<file path="src/ptps_pkg.sv">
// Shared types and constants of the peak-to-peak Schmitt onset detector.
// No dependencies; every other file of the block imports this package.
`timescale 1ns / 1ps
`default_nettype none

package ptps_pkg;

    localparam int SAMPLE_W  = 16;
    localparam int VOLUME_W  = 16;
    localparam int THRESH_W  = 16;
    localparam int CFG_IDX_W = 8;

    typedef logic signed [SAMPLE_W-1:0] t_sample;
    typedef logic        [VOLUME_W-1:0] t_volume;
    typedef logic        [THRESH_W-1:0] t_thresh;
    typedef logic        [CFG_IDX_W-1:0] t_cfg_idx;

    // Configuration register indexes.
    localparam t_cfg_idx REG_UPPER = 8'd0;
    localparam t_cfg_idx REG_LOWER = 8'd1;

    localparam t_thresh UPPER_RESET = 16'd1200;
    localparam t_thresh LOWER_RESET = 16'd500;

    // Running extremes start at the opposite ends of the sample range.
    localparam t_sample MAX_RESET = 16'sh8000;
    localparam t_sample MIN_RESET = 16'sh7FFF;

    typedef struct packed {
        logic onset;
        logic level;
    } t_trig;

endpackage

`default_nettype wire

</file>
<file path="src/ptps_if.sv">
// Valid/ready channel interfaces for sample items and result items.
// Depends on ptps_pkg for the payload types.
`timescale 1ns / 1ps
`default_nettype none

interface ptps_sample_if;
    import ptps_pkg::*;

    logic    valid;
    logic    ready;
    t_sample sample;
    logic    last_of_block;

    modport source (output valid, output sample, output last_of_block, input ready);
    modport sink   (input valid, input sample, input last_of_block, output ready);
endinterface

interface ptps_result_if;
    import ptps_pkg::*;

    logic    valid;
    logic    ready;
    logic    onset;
    t_volume volume;
    logic    trigger_level;

    modport source (output valid, output onset, output volume, output trigger_level,
                    input ready);
    modport sink   (input valid, input onset, input volume, input trigger_level,
                    output ready);
endinterface

`default_nettype wire

</file>
<file path="src/peak_to_peak_schmitt_onset_top.sv">
// Top level of the peak-to-peak Schmitt onset detector.
// Depends on ptps_pkg, ptps_if, ptps_tracker and ptps_trigger.
//
// Usage: signed 16-bit samples arrive on i_smp, a valid/ready channel; the
// last sample of each block carries last_of_block. One result item per block
// (onset, volume, trigger_level) leaves on o_res; other samples give none.
// Thresholds are written through i_cfg_we / i_cfg_idx / i_cfg_wdata: index 0
// is the upper threshold, index 1 the lower one, other indexes are ignored.
// An item is registered in the input register at acceptance and processed
// from there; a block result is registered when its last sample is processed.
// Throughput is one sample per cycle while no block-end sample waits, set by
// the single register-to-register pass via the max/min and threshold compares.
// Synchronous reset (i_rst_n low) empties both registers, clears the trigger,
// restarts block tracking and loads thresholds 1200 and 500.
// When the receiver stalls, the result is held; samples that end no block
// still flow, and a block-end sample waits in the input register.
`timescale 1ns / 1ps
`default_nettype none

module peak_to_peak_schmitt_onset_top (
    input  wire logic               i_clk,
    input  wire logic               i_rst_n,
    input  wire logic               i_cfg_we,
    input  wire ptps_pkg::t_cfg_idx i_cfg_idx,
    input  wire ptps_pkg::t_thresh  i_cfg_wdata,
    ptps_sample_if.sink             i_smp,
    ptps_result_if.source           o_res
);
    import ptps_pkg::*;

    logic    r_in_valid;
    t_sample r_in_sample;
    logic    r_in_last;

    logic    r_out_valid;
    logic    r_out_onset;
    t_volume r_out_volume;
    logic    r_out_level;

    logic    out_free;
    logic    take;
    t_volume volume;
    t_trig   trig;

    assign out_free    = !r_out_valid || o_res.ready;
    // A sample that ends no block needs no room in the result register.
    assign take        = r_in_valid && (!r_in_last || out_free);
    assign i_smp.ready = !r_in_valid || take;

    always_ff @(posedge i_clk) begin
        if (!i_rst_n) begin
            r_in_valid <= 1'b0;
        end else if (i_smp.ready) begin
            r_in_valid <= i_smp.valid;
        end
    end

    always_ff @(posedge i_clk) begin
        if (i_smp.ready && i_smp.valid) begin
            r_in_sample <= i_smp.sample;
            r_in_last   <= i_smp.last_of_block;
        end
    end

    ptps_tracker u_tracker (
        .i_clk    (i_clk),
        .i_rst_n  (i_rst_n),
        .i_take   (take),
        .i_sample (r_in_sample),
        .i_last   (r_in_last),
        .o_volume (volume)
    );

    ptps_trigger u_trigger (
        .i_clk       (i_clk),
        .i_rst_n     (i_rst_n),
        .i_cfg_we    (i_cfg_we),
        .i_cfg_idx   (i_cfg_idx),
        .i_cfg_wdata (i_cfg_wdata),
        .i_take      (take && r_in_last),
        .i_volume    (volume),
        .o_trig      (trig)
    );

    always_ff @(posedge i_clk) begin
        if (!i_rst_n) begin
            r_out_valid <= 1'b0;
        end else if (out_free) begin
            r_out_valid <= take && r_in_last;
        end
    end

    always_ff @(posedge i_clk) begin
        if (take && r_in_last) begin
            r_out_onset  <= trig.onset;
            r_out_volume <= volume;
            r_out_level  <= trig.level;
        end
    end

    assign o_res.valid         = r_out_valid;
    assign o_res.onset         = r_out_onset;
    assign o_res.volume        = r_out_volume;
    assign o_res.trigger_level = r_out_level;

endmodule

`default_nettype wire

</file>
<file path="src/ptps_tracker.sv">
// Running maximum and minimum of the current block and its peak-to-peak volume.
// Depends on ptps_pkg.
`timescale 1ns / 1ps
`default_nettype none

module ptps_tracker (
    input  wire logic              i_clk,
    input  wire logic              i_rst_n,
    input  wire logic              i_take,
    input  wire ptps_pkg::t_sample i_sample,
    input  wire logic              i_last,
    output ptps_pkg::t_volume      o_volume
);
    import ptps_pkg::*;

    t_sample r_max;
    t_sample r_min;
    t_sample n_max;
    t_sample n_min;

    always_comb begin
        n_max    = (i_sample > r_max) ? i_sample : r_max;
        n_min    = (i_sample < r_min) ? i_sample : r_min;
        // Difference wraps modulo 2^16, which covers the full signed span.
        o_volume = t_volume'(n_max) - t_volume'(n_min);
    end

    always_ff @(posedge i_clk) begin
        if (!i_rst_n) begin
            r_max <= MAX_RESET;
            r_min <= MIN_RESET;
        end else if (i_take) begin
            if (i_last) begin
                r_max <= MAX_RESET;
                r_min <= MIN_RESET;
            end else begin
                r_max <= n_max;
                r_min <= n_min;
            end
        end
    end

endmodule

`default_nettype wire

</file>
<file path="src/ptps_trigger.sv">
// Schmitt trigger on the block volume, with its threshold registers.
// Depends on ptps_pkg.
`timescale 1ns / 1ps
`default_nettype none

module ptps_trigger (
    input  wire logic               i_clk,
    input  wire logic               i_rst_n,
    input  wire logic               i_cfg_we,
    input  wire ptps_pkg::t_cfg_idx i_cfg_idx,
    input  wire ptps_pkg::t_thresh  i_cfg_wdata,
    input  wire logic               i_take,
    input  wire ptps_pkg::t_volume  i_volume,
    output ptps_pkg::t_trig         o_trig
);
    import ptps_pkg::*;

    t_thresh r_upper;
    t_thresh r_lower;
    logic    r_set;

    always_comb begin
        o_trig.onset = 1'b0;
        o_trig.level = r_set;
        // The upper test wins when the thresholds are crossed over.
        if (i_volume > r_upper) begin
            o_trig.level = 1'b1;
            o_trig.onset = !r_set;
        end else if (i_volume < r_lower) begin
            o_trig.level = 1'b0;
        end
    end

    always_ff @(posedge i_clk) begin
        if (!i_rst_n) begin
            r_upper <= UPPER_RESET;
            r_lower <= LOWER_RESET;
        end else if (i_cfg_we) begin
            unique case (i_cfg_idx)
                REG_UPPER: r_upper <= i_cfg_wdata;
                REG_LOWER: r_lower <= i_cfg_wdata;
                default:   ;
            endcase
        end
    end

    always_ff @(posedge i_clk) begin
        if (!i_rst_n) begin
            r_set <= 1'b0;
        end else if (i_take) begin
            r_set <= o_trig.level;
        end
    end

endmodule

`default_nettype wire
</file>
<file path="src/flat_wrapper.sv">
// flat-port wrapper written by rule: the top's interface ports become plain ports
module peak_to_peak_schmitt_onset_top_flat import ptps_pkg::*;
  (i_clk, i_rst_n, i_cfg_we, i_cfg_idx, i_cfg_wdata, i_smp_valid, i_smp_sample, i_smp_last_of_block, i_smp_ready, o_res_valid, o_res_onset, o_res_volume, o_res_trigger_level, o_res_ready);
  ptps_sample_if i_smp_i ();
  ptps_result_if o_res_i ();
  input  wire logic i_clk;
  input  wire logic i_rst_n;
  input  wire logic i_cfg_we;
  input  wire ptps_pkg::t_cfg_idx i_cfg_idx;
  input  wire ptps_pkg::t_thresh i_cfg_wdata;
  input wire logic [$bits(i_smp_i.valid)-1:0] i_smp_valid;
  input wire logic [$bits(i_smp_i.sample)-1:0] i_smp_sample;
  input wire logic [$bits(i_smp_i.last_of_block)-1:0] i_smp_last_of_block;
  output wire logic [$bits(i_smp_i.ready)-1:0] i_smp_ready;
  output wire logic [$bits(o_res_i.valid)-1:0] o_res_valid;
  output wire logic [$bits(o_res_i.onset)-1:0] o_res_onset;
  output wire logic [$bits(o_res_i.volume)-1:0] o_res_volume;
  output wire logic [$bits(o_res_i.trigger_level)-1:0] o_res_trigger_level;
  input wire logic [$bits(o_res_i.ready)-1:0] o_res_ready;
  assign i_smp_i.valid = i_smp_valid;
  assign i_smp_i.sample = i_smp_sample;
  assign i_smp_i.last_of_block = i_smp_last_of_block;
  assign i_smp_ready = i_smp_i.ready;
  assign o_res_valid = o_res_i.valid;
  assign o_res_onset = o_res_i.onset;
  assign o_res_volume = o_res_i.volume;
  assign o_res_trigger_level = o_res_i.trigger_level;
  assign o_res_i.ready = o_res_ready;
  peak_to_peak_schmitt_onset_top u_core (.i_clk(i_clk), .i_rst_n(i_rst_n), .i_cfg_we(i_cfg_we), .i_cfg_idx(i_cfg_idx), .i_cfg_wdata(i_cfg_wdata), .i_smp(i_smp_i), .o_res(o_res_i));
endmodule
</file>
<file path="config.mk">
export PLATFORM = sky130hd
export DESIGN_NAME = peak_to_peak_schmitt_onset_top_flat
export DESIGN_NICKNAME = d
export VERILOG_FILES = /design/src/ptps_pkg.sv /design/src/ptps_if.sv /design/src/peak_to_peak_schmitt_onset_top.sv /design/src/ptps_tracker.sv /design/src/ptps_trigger.sv /design/src/flat_wrapper.sv
export SDC_FILE = /design/constraint.sdc
export NUM_CORES = 1
export LEC_CHECK = 0
export ABC_AREA = 1
export BUFFER_PORTS_ARGS = -buffer_cell sky130_fd_sc_hd__buf_2
export CORE_UTILIZATION = 44
export CTS_CLUSTER_DIAMETER = 100
export CTS_CLUSTER_SIZE = 10
export DETAILED_ROUTE_END_ITERATION = 7
export GPL_TIMING_DRIVEN = 0
export HOLD_SLACK_MARGIN = 0.12
export PLACE_DENSITY = 0.62
export SKIP_LAST_GASP = 1
export SLEW_MARGIN = 20
export SYNTH_ARGS = -nofsm -noshare
export SYNTH_HDL_FRONTEND = slang
export SYNTH_SLANG_ARGS = --single-unit
</file>
<file path="constraint.sdc">
create_clock -name i_clk -period 5.75 [get_ports i_clk]
set_clock_uncertainty 0.05 [all_clocks]
set_input_delay 1.15 -clock i_clk [delete_from_list [all_inputs] [get_ports i_clk]]
set_output_delay 1.15 -clock i_clk [all_outputs]
set_load 0.005 [all_outputs]
</file>
# Word-level counts from Yosys, hierarchy flattened
# Index checks and enable logic that the tools add are counted.
[word_totals]
wordCells = 37
in_bits = 46
output_inout_bits = 20
regBits = 102
[op_classes]
muxes = 6
n_reduce_logical = 13
eq_ne = 1
n_addsub = 1
order_cmp = 4
[ops]
columns = ["cell", "n"]
rows = [
  ["$mux W16", 4],
  ["$gt A16 B16 Y1", 2],
  ["$lt A16 B16 Y1", 2],
  ["$sub A16 B16 Y16", 1],
  ["$eq A8 B1 Y1 const B", 1],
  ["$logic_not A8 Y1", 1],
  ["$logic_not A1 Y1", 4],
  ["$reduce_and A2 Y1", 2],
  ["$logic_and A1 B1 Y1", 3],
  ["$logic_or A1 B1 Y1", 3],
  ["$mux W1", 2],
]

# Longest topological paths before layout
# Gate-level depths: netlist of the first run.
[logic_depth]
ltp_word = 6
ltp_mapped = 38
ltp_nobuf = 37

# Modules after synthesis
# A second synthesis of the first run with hierarchy kept.
[unflattened]
hier_cells = 827
area_unflattened_um2 = 6483.7
[by_module_without_submodules]
columns = ["mod", "seq_area_each_um2", "area_each_um2", "cells_each", "instances"]
rows = [
  ["ptps_tracker", 640.6, 3321.9, 514, 1],
  ["ptps_trigger", 660.6, 1998.2, 261, 1],
  ["peak_to_peak_schmitt_onset_top", 1091.0, 1163.6, 52, 1],
]

# Least setup slack after synthesis of the first run
# Ideal clock, no wire load.
[synth_path]
path_kind = "register to register"
startpoint = "register u_core.r_in_sample[15]"
endpoint = "register u_core.r_out_level, in the netlist u_core.o_res.trigger_level (data pin)"
t_required_ps = 5441
path_stages_with_launch = 27
setup_slack_ps = 1420
t_arrival_ps = 4022
path_cell_list = "edfxtp_1 ha_1 nand2_2 nor3_2 nand2_1 nand2_1 nand2_2 nand3_4 buf_6 inv_2 nand2_1 nand2_1 ha_1 fa_1 o21ai_1 nand2_1 a21oi_2 a21oi_1 o21ai_0 xor2_1 inv_1 ha_1 nand3_1 nor3_1 nand4_1 nand2_1 nand2_1"
[synth_lines]
columns = ["element", "line_no", "rtl"]
rows = [
  ["start: declaration", "peak_to_peak_schmitt_onset_top.sv:32", "t_sample r_in_sample;"],
  ["start signal: assignment", "peak_to_peak_schmitt_onset_top.sv:60", "r_in_sample <= i_smp.sample;"],
  ["end signal: assignment", "peak_to_peak_schmitt_onset_top.sv:97", "r_out_level <= trig.level;"],
  ["end: declaration", "peak_to_peak_schmitt_onset_top.sv:38", "logic r_out_level;"],
]

==> results of run 1 <==
[worst max-delay path: stages (launching register included)]
cell and delay (ns):
edfxtp_1 0.45, ha_1 0.40, nand2_2 0.09, nor3_2 0.25
nand2_1 0.12, nand2_1 0.09, nand2_2 0.08, nand3_4 0.10
buf_6 0.17, inv_2 0.04, nand2_1 0.06, nand2_1 0.08
ha_1 0.24, fa_1 0.41, o21ai_1 0.23, nand2_1 0.09
a21oi_2 0.27, a21oi_1 0.15, o21ai_0 0.21, xor2_1 0.16
inv_1 0.10, ha_1 0.29, nand3_1 0.12, nor3_1 0.27
nand4_1 0.15, nand2_1 0.11, nand2_1 0.10
[path summary, 6_finish.rpt]
path / end / depth (start not counted) / start
setup reg to reg: u_core.o_res.trigger_level$_DFFE_PP_ / 26 / u_core.r_in_sample[15]$_DFFE_PP_
setup / recovery: u_core.o_res.trigger_level$_DFFE_PP_ / 26 / u_core.r_in_sample[15]$_DFFE_PP_
hold reg to reg: u_core.u_trigger.r_upper[6]$_SDFFE_PN0P_ / 2 / u_core.u_trigger.r_upper[6]$_SDFFE_PN0P_
hold / removal: u_core.u_trigger.r_upper[6]$_SDFFE_PN0P_ / 2 / u_core.u_trigger.r_upper[6]$_SDFFE_PN0P_
[final cells by class]
| type | instances | area (sq um) | share of cell area |
|---|---|---|---|
| Clock inverter | 7 | 88.8 | 0.0125 |
| Clock buffer | 9 | 225 | 0.0317 |
| Inverter | 129 | 484 | 0.0681 |
| Timing Repair Buffer | 65 | 325 | 0.0458 |
| Multi-Input combinational cell | 524 | 3230 | 0.455 |
| Sequential cell | 102 | 2390 | 0.337 |
| Tap cell | 180 | 225 | 0.0317 |
| Buffer | 23 | 130 | 0.0183 |
[routing by layer]
metal	wire [microns]	vias to the layer above
li1	-	2750
met1	6950	2234
met2	6450	103
met3	576	15
met4	140	0
met5	0	-
[layout by cell type (no fill, tap or decap), types with 3 or more instances in the layout]
master     instances
nand2_1          156
inv_1            127
a21oi_1           86
ha_1              77
buf_2             67
dfxtp_1           67
o21ai_0           35
edfxtp_1          35
o21ai_1           32
nor2_1            28
nand3_1           22
o21ai_2           14
clkbuf_1          14
o211ai_1          12
nand2_2           10
a21oi_2           10
clkbuf_16          9
xor2_1             8
nand4_1            5
xnor2_1            5
nor3_1             4
buf_6              3
[power by group through the flow]
stage | clock (mW) | sequential, mW | combinational, mW
2_1_floorplan | 0 | 0.828 | 0.494
3_3_place_gp | 0 | 0.831 | 0.663
3_5_place_dp | 0 | 0.832 | 0.669
4_1_cts | 0.672 | 0.815 | 0.675
5_1_grt | 0.697 | 0.819 | 0.772
6_report | 0.655 | 0.816 | 0.671
[sequential cells by signal, summed over array words and instances (netlist names)]
signal                      cells
u_core.o_res.volume            16
u_core.r_in_sample             16
u_core.u_tracker.r_max         16
u_core.u_tracker.r_min         16
u_core.u_trigger.r_lower       16
u_core.u_trigger.r_upper       16
u_core.o_res.onset              1
u_core.o_res.trigger_level      1
u_core.o_res.valid              1
u_core.r_in_last                1
u_core.r_in_valid               1
u_core.u_trigger.r_set          1
[stage by stage]
step           utilization  hold WS (ns)  std cells  total power, mW  setup slack (ns)
6_report             0.512         0.414       1039             2.14             0.605
5_1_grt              0.512         0.434       1039             2.29             0.127
4_1_cts              0.512         0.415       1039             2.16             0.545
3_5_place_dp         0.489         0.406       1023             1.50             0.545
3_3_place_gp         0.489         0.401       1023             1.49             0.559
2_1_floorplan            -         0.385        778             1.32              1.42
[kinds of logic after synthesis]
| family | synth area share |
|---|---|
| simple gates | 0.159 |
| compound gates | 0.184 |
| buf+inv | 0.0984 |
| flops | 0.383 |
| fa+ha+maj | 0.158 |
| xor+xnor | 0.0182 |
==> qor.csv, run 1 <==
metric,value,unit
max-slew violations,0,
synthesized instance count,778,
clock insertion delay at the later pin of the skew report,0.36,ns
setup tns final,0,ns
cell type with the highest aggregate area in the netlist,dfxtp_1,
area of the die,0.0147,sq mm
maximum number of pins on one net before global-route repair,20,
share of the clock period used by the worst path,0.895,
1st-iter DRT viols,273,
met1 GRT Util,0.268,
reported max-cap violation count,0,
total of flip-flops plus latches after synthesis,102,
routability congestion estimate,0.836,
count of H-tree levels built during CTS,3,
Syn Area/Cell,8.02,sq um
synthesized cell area,0.00624,sq mm
# port buffers,65,
router iterations before antenna repair,5,
setup repair after global routing missed its margin,no,
global-route wire length before repair,23500,microns
number of I/O pins,66,
clock root buffer master,clkbuf_16,
synthesis-to-layout area growth,13.9,%
clk sinks,102,
Least-Margin Pin Slew,0.756,ns
CP Class,register to register,
site row count,43,
met3 Use GR,0.0503,
post-cts repair resize count,0,
register area share after synthesis,0.383,
clock power share,0.306,
final design instance area without fill,0.00711,sq mm
Pint,1.43,mW
WL/cell,13.6,microns
setup-violating endpoint count in the final report,0,
kind of start point of the critical path,register,
primary flip-flop cell chosen by synthesis mapping,dfxtp_1,
switching power share of the total,0.332,
number of enable flip-flop cells after synthesis,35,
YS warnings,0,
fin nets,978,
Inserted Diodes,0,
signal arrival time at the worst endpoint,5.20,ns
Fmax achieved,194,MHz
clock transition at the registers of the reported paths,0.07,ns
register-to-register setup slack,0.61,ns
"Distinct cells, synth",40,
proportion of register bits with asynchronous set or reset after synthesis,0,
reported leakage power,3.40,nW
Synthesized Nets,902,
ratio of routed vias to standard cells,4.91,
worst rel slew slack,0.495,
fill count,1377,
synth cell count leaders,"nand2_1 (156), inv_1 (127), a21oi_1 (86)",
GRT busiest layer,met2,
Global Route met2 Usage,0.350,
fraction of final layout cells sized beyond drive strength 1,0.149,
antenna violations before repair,0,
Power per Cell Area,301,mW/mm^2
starting density of the core,0.450,
die span in y,121,microns
total count of hold-check failures in the final report,0,
clock buffers created by TritonCTS,9,
core area,0.0139,sq mm
worst hold path type,register to register,
Comb pwr share,0.313,
Max clock buf depth,2,
GRT Resource Usage Total,0.210,
Detail Route Antenna Nets,0,
shortest clock period the worst path allows after layout,5.14,ns
outcome,completed,
Seq pwr share,0.381,
TritonCTS clock tree,built,
post-detailed-placement cell area,0.00679,sq mm
GRT Residual Overflow,0,
DRC violation count after routing,0,
area share of the leading cell type in the synthesized netlist,0.215,
vias post-DR,5102,
via count of the first global-routing pass,4845,
Chip Width,121,microns
most common cell in the netlist,nand2_1,
Sw Pwr,0.710,mW
Post-CTS Setup Repair Bufs,0,
Crit Path Max Fanout,10,
number of buffers inserted for hold repair after clock tree synthesis,0,
Max IR drop VDD,0.173,mV
DP HPWL,11300,microns
Synth area leaders,"dfxtp_1 (21%), edfxtp_1 (17%), ha_1 (15%)",
wire length after detailed routing,14100,microns
capturing element type of the critical path,register,
required time at the endpoint of the critical path,5.80,ns
No activity file was read; power rests on OpenSTA's default activity.
==> inputs of run 2 (changes only) <==
- ABC_AREA: 1 -> default
- CTS_CLUSTER_SIZE: 10 -> default
- SKIP_LAST_GASP: 1 -> default
==> run 2 against run 1 <==
Against the previous run: area after synthesis is 2.8% lower; critical endpoint unchanged; setup slack worse by 0.36 ns; clock power decreased by 9.3%; cell count shrank 12%; worst hold slack improved by 0.020 ns; clock-buffer cell count grew 3; die area decreased by 2.8%; sequential share of layout area decreased by 0.88 points; first-iteration DRC count increased by 12%; combinational power down 9.1%.
==> qor.csv, run 2 <==
metric,value,unit,change
sink of the worst hold path,u_core.u_tracker.r_max[2]$_SDFFE_PN0P_,,
count of H-tree levels built during CTS,3,,unchanged
FF-to-FF path depth,24,,-7.7%
most common cell in the netlist,ha_1,,
fill count,1214,,-12%
starting density of the core,0.454,,+0.00483
Pint,1.38,mW,-3.4%
worst reg2reg path endpoint,u_core.o_res.trigger_level$_DFFE_PP_,,
start point of the worst min-delay path,u_core.u_tracker.r_max[2]$_SDFFE_PN0P_,,
fin nets,857,,-12%
signal arrival time at the worst endpoint,5.56,ns,+0.36 ns
synthesized cell area,0.00607,sq mm,-2.8%
"commonest non-fill, non-tap cells in the layout","ha_1 (76), inv_1 (73), buf_2 (68), dfxtp_1 (67), nand2_1 (53)",,
clock transition at the registers of the reported paths,0.07,ns,about the same
global-route wire length before repair,23000,microns,-2.0%
number of enable flip-flop cells after synthesis,35,,unchanged
number of buffers inserted for hold repair after clock tree synthesis,0,,unchanged
maximum number of pins on one net before global-route repair,23,,+15%
setup-violating endpoint count in the final report,0,,unchanged
slowest library cell on the worst path,edfxtp_1,,
Comb pwr share,0.303,,-0.010
Inserted Diodes,0,,unchanged
clock buffers created by TritonCTS,9,,unchanged
Max IR drop VDD,0.200,mV,+16%
"Largest stage delay, worst path",0.43,ns,-0.02 ns
synthesis-to-layout area growth,20.3,%,
share of the clock period used by the worst path,0.957,,+0.0622
"Cell Chain, Critical Path",ha_1 > buf_4 > nand4_4 > or2_0 > a311oi_2 > o21ai_1 > a21oi_2 > buf_6 > mux2i_1 > ha_1 > fa_1 > nand2b_1 > a21boi_2 > o21ai_2 > a2111oi_4 > o31ai_2 > o311ai_2 > ha_1 > nand4_1 > nor3_1 > nor2_1 > o211ai_1 > o21ai_2 > nand2_1,,
synthesized instance count,628,,-19%
site row count,42,,-2.3%
Detail Route Antenna Nets,0,,unchanged
Max clock buf depth,2,,unchanged
most common cell type on the critical path,ha_1,,
area of the die,0.0143,sq mm,-2.8%
DRC violation count after routing,0,,unchanged
Least-Margin Pin Slew,0.811,ns,+0.0545 ns
TritonCTS clock tree,built,,
final cell count without fillers,913,,-12%
kind of cell with the highest combined delay on the critical path,compound AO/OA/AOI/OAI gates,,
clk sinks,102,,unchanged
antenna violations before repair,0,,unchanged
GRT Residual Overflow,0,,unchanged
worst hold path type,register to register,,
CP Class,register to register,,
capturing element type of the critical path,register,,
max-slew violations,0,,unchanged
total of flip-flops plus latches after synthesis,102,,unchanged
Fmax achieved,182,MHz,-6.5%
area share of the leading cell type in the synthesized netlist,0.221,,+0.00621
worst rel slew slack,0.460,,-0.0358
routability congestion estimate,0.832,,-0.44%
post-detailed-placement cell area,0.00663,sq mm,-2.4%
"Distinct cells, synth",53,,+33%
wire length after detailed routing,14200,microns,+0.84%
Crit Path Max Fanout,10,,unchanged
1st-iter DRT viols,305,,+12%
YS warnings,0,,unchanged
router iterations before antenna repair,5,,unchanged
number of placed cells counting well taps,870,,-15%
number of I/O pins,66,,unchanged
DP HPWL,10700,microns,-5.6%
cell type with the highest aggregate area in the netlist,dfxtp_1,,
Synth area leaders,"dfxtp_1 (22%), edfxtp_1 (17%), ha_1 (16%)",,
reported leakage power,3.31,nW,-2.7%
required time at the endpoint of the critical path,5.81,ns,about the same
total count of hold-check failures in the final report,0,,unchanged
proportion of register bits with asynchronous set or reset after synthesis,0,,unchanged
Syn Area/Cell,9.66,sq um,+20%
primary flip-flop cell chosen by synthesis mapping,dfxtp_1,,
Chip Width,119,microns,-1.4%
Reg2Reg Launch Point,u_core.r_in_sample[15]$_DFFE_PP_,,
kind of start point of the critical path,register,,
# port buffers,65,,unchanged
core area,0.0133,sq mm,-3.8%
Power per Cell Area,276,mW/mm^2,-8.5%
shortest clock period the worst path allows after layout,5.50,ns,+0.357 ns
Sw Pwr,0.629,mW,-11%
clock root buffer master,clkbuf_16,,
register area share after synthesis,0.394,,+0.0111
register-to-register setup slack,0.25,ns,-0.36 ns
Synthesized Nets,752,,-17%
final design instance area without fill,0.00730,sq mm,+2.7%
die span in y,119,microns,-1.4%
GRT Resource Usage Total,0.209,,-0.000957
cell depth of the worst hold path,1,,-1
fraction of final layout cells sized beyond drive strength 1,0.202,,+0.0532
clock insertion delay at the later pin of the skew report,0.36,ns,about the same
vias post-DR,4799,,-5.9%
reported max-cap violation count,0,,unchanged
outcome,completed,,
switching power share of the total,0.313,,-0.0191
synth cell count leaders,"ha_1 (77), inv_1 (73), dfxtp_1 (67)",,
clock power share,0.295,,-0.011
ratio of routed vias to standard cells,5.26,,+7.0%
buffers plus inverters on the worst setup path,2,,-1
"Power, Total",2.01,mW,-6.1%
"leading cell type in the layout, fill and taps excluded",ha_1,,
setup tns final,0,ns,unchanged
via count of the first global-routing pass,4770,,-1.5%
Seq pwr share,0.401,,+0.020
WL/cell,15.6,microns,+15%
==> run 2: worst max path at each step <==
stage / from / endpoint / cells after the start
after floorplan: u_core.r_in_sample[15]$_DFFE_PP_ / u_core.o_res.trigger_level$_DFFE_PP_ / 24
after global placement: u_core.r_in_sample[15]$_DFFE_PP_ / u_core.o_res.trigger_level$_DFFE_PP_ / 23
after detailed placement: u_core.r_in_sample[15]$_DFFE_PP_ / u_core.o_res.trigger_level$_DFFE_PP_ / 23
after CTS: u_core.r_in_sample[15]$_DFFE_PP_ / u_core.o_res.trigger_level$_DFFE_PP_ / 21
after global routing: u_core.r_in_sample[3]$_DFFE_PP_ / u_core.o_res.trigger_level$_DFFE_PP_ / 23
final: u_core.r_in_sample[15]$_DFFE_PP_ / u_core.o_res.trigger_level$_DFFE_PP_ / 24
==> run 2: worst register-to-register path, cell delays in order, from the launching register on <==
cell and delay, ns:
edfxtp_1 0.43, ha_1 0.30, buf_4 0.17, nand4_4 0.12, or2_0 0.25, a311oi_2 0.26, o21ai_1 0.14, a21oi_2 0.21
buf_6 0.17, mux2i_1 0.09, ha_1 0.23, fa_1 0.41, nand2b_1 0.18, a21boi_2 0.18, o21ai_2 0.12, a2111oi_4 0.36
o31ai_2 0.14, o311ai_2 0.37, ha_1 0.32, nand4_1 0.15, nor3_1 0.08, nor2_1 0.09, o211ai_1 0.12, o21ai_2 0.23
nand2_1 0.07
==> run 2: routing by layer <==
metal | vias up | share of wire | GRT usage
li1 | 2438 | - | -
met1 | 2245 | 0.47 | 0.265
met2 | 103 | 0.48 | 0.356
met3 | 13 | 0.039 | 0.0493
met4 | 0 | 0.012 | 0.0492
met5 | - | 0 | 0
==> run 2: cell families (layout without fill, tap and decap cells) <==
kind of cell | Yosys count | after routing | synth area share
AO/OA/AOI/OAI | 144 | 144 | 0.157
XOR/XNOR | 13 | 13 | 0.0188
adder cells (fa/ha/maj) | 78 | 78 | 0.162
buffers and inverters | 95 | 204 | 0.0637
flip-flops | 102 | 102 | 0.394
multiplexers | 45 | 45 | 0.0743
AND/OR/NAND/NOR | 151 | 151 | 0.130
==> run 2: cell type report <==
| type | instances | area, sq um | area share |
|---|---|---|---|
| clock buffer | 12 | 268 | 0.0367 |
| sequential | 102 | 2390 | 0.328 |
| timing repair buffer | 94 | 547 | 0.0749 |
| multi-input combinational | 431 | 3450 | 0.473 |
| clock inverter | 3 | 17.5 | 0.00240 |
| buffer | 22 | 125 | 0.0171 |
| tap | 176 | 220 | 0.0302 |
| inverter | 73 | 274 | 0.0376 |
==> run 2: power groups by stage <==
stage | sequential, mW | clock (mW) | combinational, mW
floorplan | 0.820 | 0 | 0.374
global placement | 0.824 | 0 | 0.512
detailed placement | 0.825 | 0 | 0.529
CTS | 0.807 | 0.605 | 0.571
global route | 0.810 | 0.641 | 0.683
finish | 0.808 | 0.594 | 0.610
==> run 2: repair_timing <==
item	CTS	global route
setup endpoints to repair	3	3
pin swaps	6	11
buffers inserted	11	17
endpoints found under the hold margin	0	0
resized for setup	20	21
==> run 2: through the flow <==
step           worst slack (ns)  hold slack (ns)   util
2_1_floorplan             0.369            0.395      -
3_3_place_gp             -0.836            0.410  0.495
3_5_place_dp             -0.944            0.416  0.497
4_1_cts                  0.0142            0.436  0.530
5_1_grt                -0.00994            0.444  0.547
6_report                  0.248            0.434  0.547
==> inputs of run 3 (changes only) <==
- CORE_UTILIZATION: 44 -> 59
- PLACE_DENSITY: 0.62 -> 0.79
==> run 3 against run 2 <==
Against the previous run: via count is 3.0% higher; clock-buffer cell count is 1 lower; critical path depth stayed put; setup slack worse by 0.12 ns; core utilization is 18 points higher; cell count is 5.3% lower; worst hold slack better by 0.0050 ns.
==> qor.csv, run 3 (synthesis results as in run 2) <==
metric,value,unit,change
Detail Route Antenna Nets,0,,unchanged
CP Class,register to register,,
count of H-tree levels built during CTS,3,,unchanged
capturing element type of the critical path,register,,
clock buffers created by TritonCTS,9,,unchanged
"Largest stage delay, worst path",0.58,ns,+0.15 ns
synthesis-to-layout area growth,18.1,%,
final cell count without fillers,865,,-5.3%
setup-violating endpoint count in the final report,0,,unchanged
clock root buffer master,clkbuf_8,,
Fmax achieved,178,MHz,-2.1%
post-route worst hold slack,0.439,ns,+0.00502 ns
worst hold path type,register to register,,
fin nets,851,,-0.70%
GRT Residual Overflow,0,,unchanged
switching power share of the total,0.335,,+0.0224
post-route core utilization,0.726,,+0.179
routability congestion estimate,0.878,,+5.5%
antenna violations before repair,0,,unchanged
final setup slack of the worst path,0.131,ns,-0.117 ns
global-route wire length before repair,22500,microns,-2.3%
worst rel slew slack,0.492,,+0.0327
core area,0.00986,sq mm,-26%
clock power share,0.222,,-0.073
Seq pwr share,0.434,,+0.033
wire length after detailed routing,14200,microns,-0.50%
die span in y,103,microns,-13%
TritonCTS clock tree,built,,
setup tns final,0,ns,unchanged
max-slew violations,0,,unchanged
number of I/O pins,66,,unchanged
fraction of final layout cells sized beyond drive strength 1,0.208,,+0.00548
maximum number of pins on one net before global-route repair,23,,unchanged
vias post-DR,4943,,+3.0%
"commonest non-fill, non-tap cells in the layout","inv_1 (73), ha_1 (73), buf_2 (67), dfxtp_1 (67), nand2_1 (53)",,
# port buffers,65,,unchanged
shortest clock period the worst path allows after layout,5.62,ns,+0.117 ns
DRC violation count after routing,0,,unchanged
signal arrival time at the worst endpoint,5.69,ns,+0.13 ns
starting density of the core,0.615,,+0.160
kind of start point of the critical path,register,,
setup slack after placement,-1.00,ns,-0.0585 ns
Max clock buf depth,2,,unchanged
fill count,710,,-42%
area of the die,0.0107,sq mm,-25%
WL/cell,16.4,microns,+5.0%
via count of the first global-routing pass,4858,,+1.8%
required time at the endpoint of the critical path,5.82,ns,about the same
Power per Cell Area,260,mW/mm^2,-5.7%
reported max-cap violation count,0,,unchanged
Sw Pwr,0.624,mW,-0.77%
Comb pwr share,0.344,,+0.041
Chip Width,103,microns,-13%
number of placed cells counting well taps,827,,-4.9%
Least-Margin Pin Slew,0.761,ns,-0.0491 ns
"Cell Chain, Critical Path",ha_4 > buf_6 > nand4_4 > or2_1 > a311oi_2 > or3_1 > a21oi_2 > buf_6 > clkbuf_4 > o21ai_0 > ha_1 > a21o_1 > a21oi_1 > o21ai_0 > o21ai_2 > a21oi_1 > xnor2_2 > ha_1 > nand4_1 > nor3_1 > nor2_1 > o211ai_1 > o21ai_2 > nand2_1,,
Crit Path Max Fanout,10,,unchanged
Inserted Diodes,0,,unchanged
clk sinks,102,,unchanged
share of the clock period used by the worst path,0.977,,+0.0204
1st-iter DRT viols,275,,-9.8%
router iterations before antenna repair,5,,unchanged
reported leakage power,3.24,nW,-2.0%
ratio of routed vias to standard cells,5.71,,+8.7%
clock transition at the registers of the reported paths,0.09,ns,+0.02 ns
Global Route met2 Usage,0.463,,+0.106
met1 GRT Util,0.355,,+0.0898
GRT Resource Usage Total,0.277,,+0.0681
register-to-register setup slack,0.13,ns,-0.12 ns
outcome,completed,,
GRT busiest layer,met2,,
DP HPWL,10600,microns,-0.24%
met3 Use GR,0.0477,,-0.00161
Pint,1.24,mW,-10%
site row count,36,,-14%
total count of hold-check failures in the final report,0,,unchanged
Max IR drop VDD,0.179,mV,-10%
number of buffers inserted for hold repair after clock tree synthesis,0,,unchanged
slowest library cell on the worst path,edfxtp_1,,
clock insertion delay at the later pin of the skew report,0.38,ns,+0.02 ns
[run 3: through the flow]
stage / total power, mW / area [sq um]
detailed placement: 1.35 / 6580
CTS: 1.80 / 6900
global placement: 1.31 / 6560
floorplan: 1.19 / 6070
finish: 1.86 / 7160
global route: 1.96 / 7160
[run 3: power groups by stage]
stage,Sequential (mW),Clock (mW),Combinational [mW]
after floorplan,0.820,0,0.374
after global placement,0.825,0,0.486
after detailed placement,0.825,0,0.523
after CTS,0.809,0.417,0.571
after global routing,0.812,0.444,0.707
final,0.808,0.414,0.641
[run 3: repair_timing]
action	in CTS	in global routing
pin swaps	10	23
gates cloned	0	0
setup endpoints to repair	3	3
setup buffers	5	17
resized for setup	28	37
[run 3: layout make-up]
class | count | area (sq um) | share of cell area
flip-flops and latches | 102 | 2390 | 0.334
repair buffers | 88 | 502 | 0.0701
well taps | 133 | 166 | 0.0232
plain buffers | 22 | 131 | 0.0183
clock buffers | 11 | 141 | 0.0197
inverters | 73 | 274 | 0.0383
multi-input cells | 431 | 3530 | 0.493
clock inverters | 5 | 25.0 | 0.00349
[run 3: worst paths after layout]
path,start,end,cells past startpoint
worst max-delay path,u_core.r_in_sample[15]$_DFFE_PP_,u_core.o_res.trigger_level$_DFFE_PP_,24
worst min-delay path,u_core.u_tracker.r_max[2]$_SDFFE_PN0P_,u_core.u_tracker.r_max[2]$_SDFFE_PN0P_,1
worst max register to register,u_core.r_in_sample[15]$_DFFE_PP_,u_core.o_res.trigger_level$_DFFE_PP_,24
worst min register to register,u_core.u_tracker.r_max[2]$_SDFFE_PN0P_,u_core.u_tracker.r_max[2]$_SDFFE_PN0P_,1
[run 3: layer usage]
layer,routed length [microns],vias to the layer above
li1,-,2423
met1,6390,2332
met2,6840,152
met3,584,36
met4,354,0
met5,0,-
[run 3: critical path: cells and delay by family, from the launching register on]
kind	cells	cell delay, ns
AO/OA/AOI/OAI	10	1.97
adder cells (fa/ha/maj)	3	1.01
AND/OR/NAND/NOR	7	1.01
flip-flops	1	0.58
buffers and inverters	3	0.49
XOR/XNOR	1	0.28
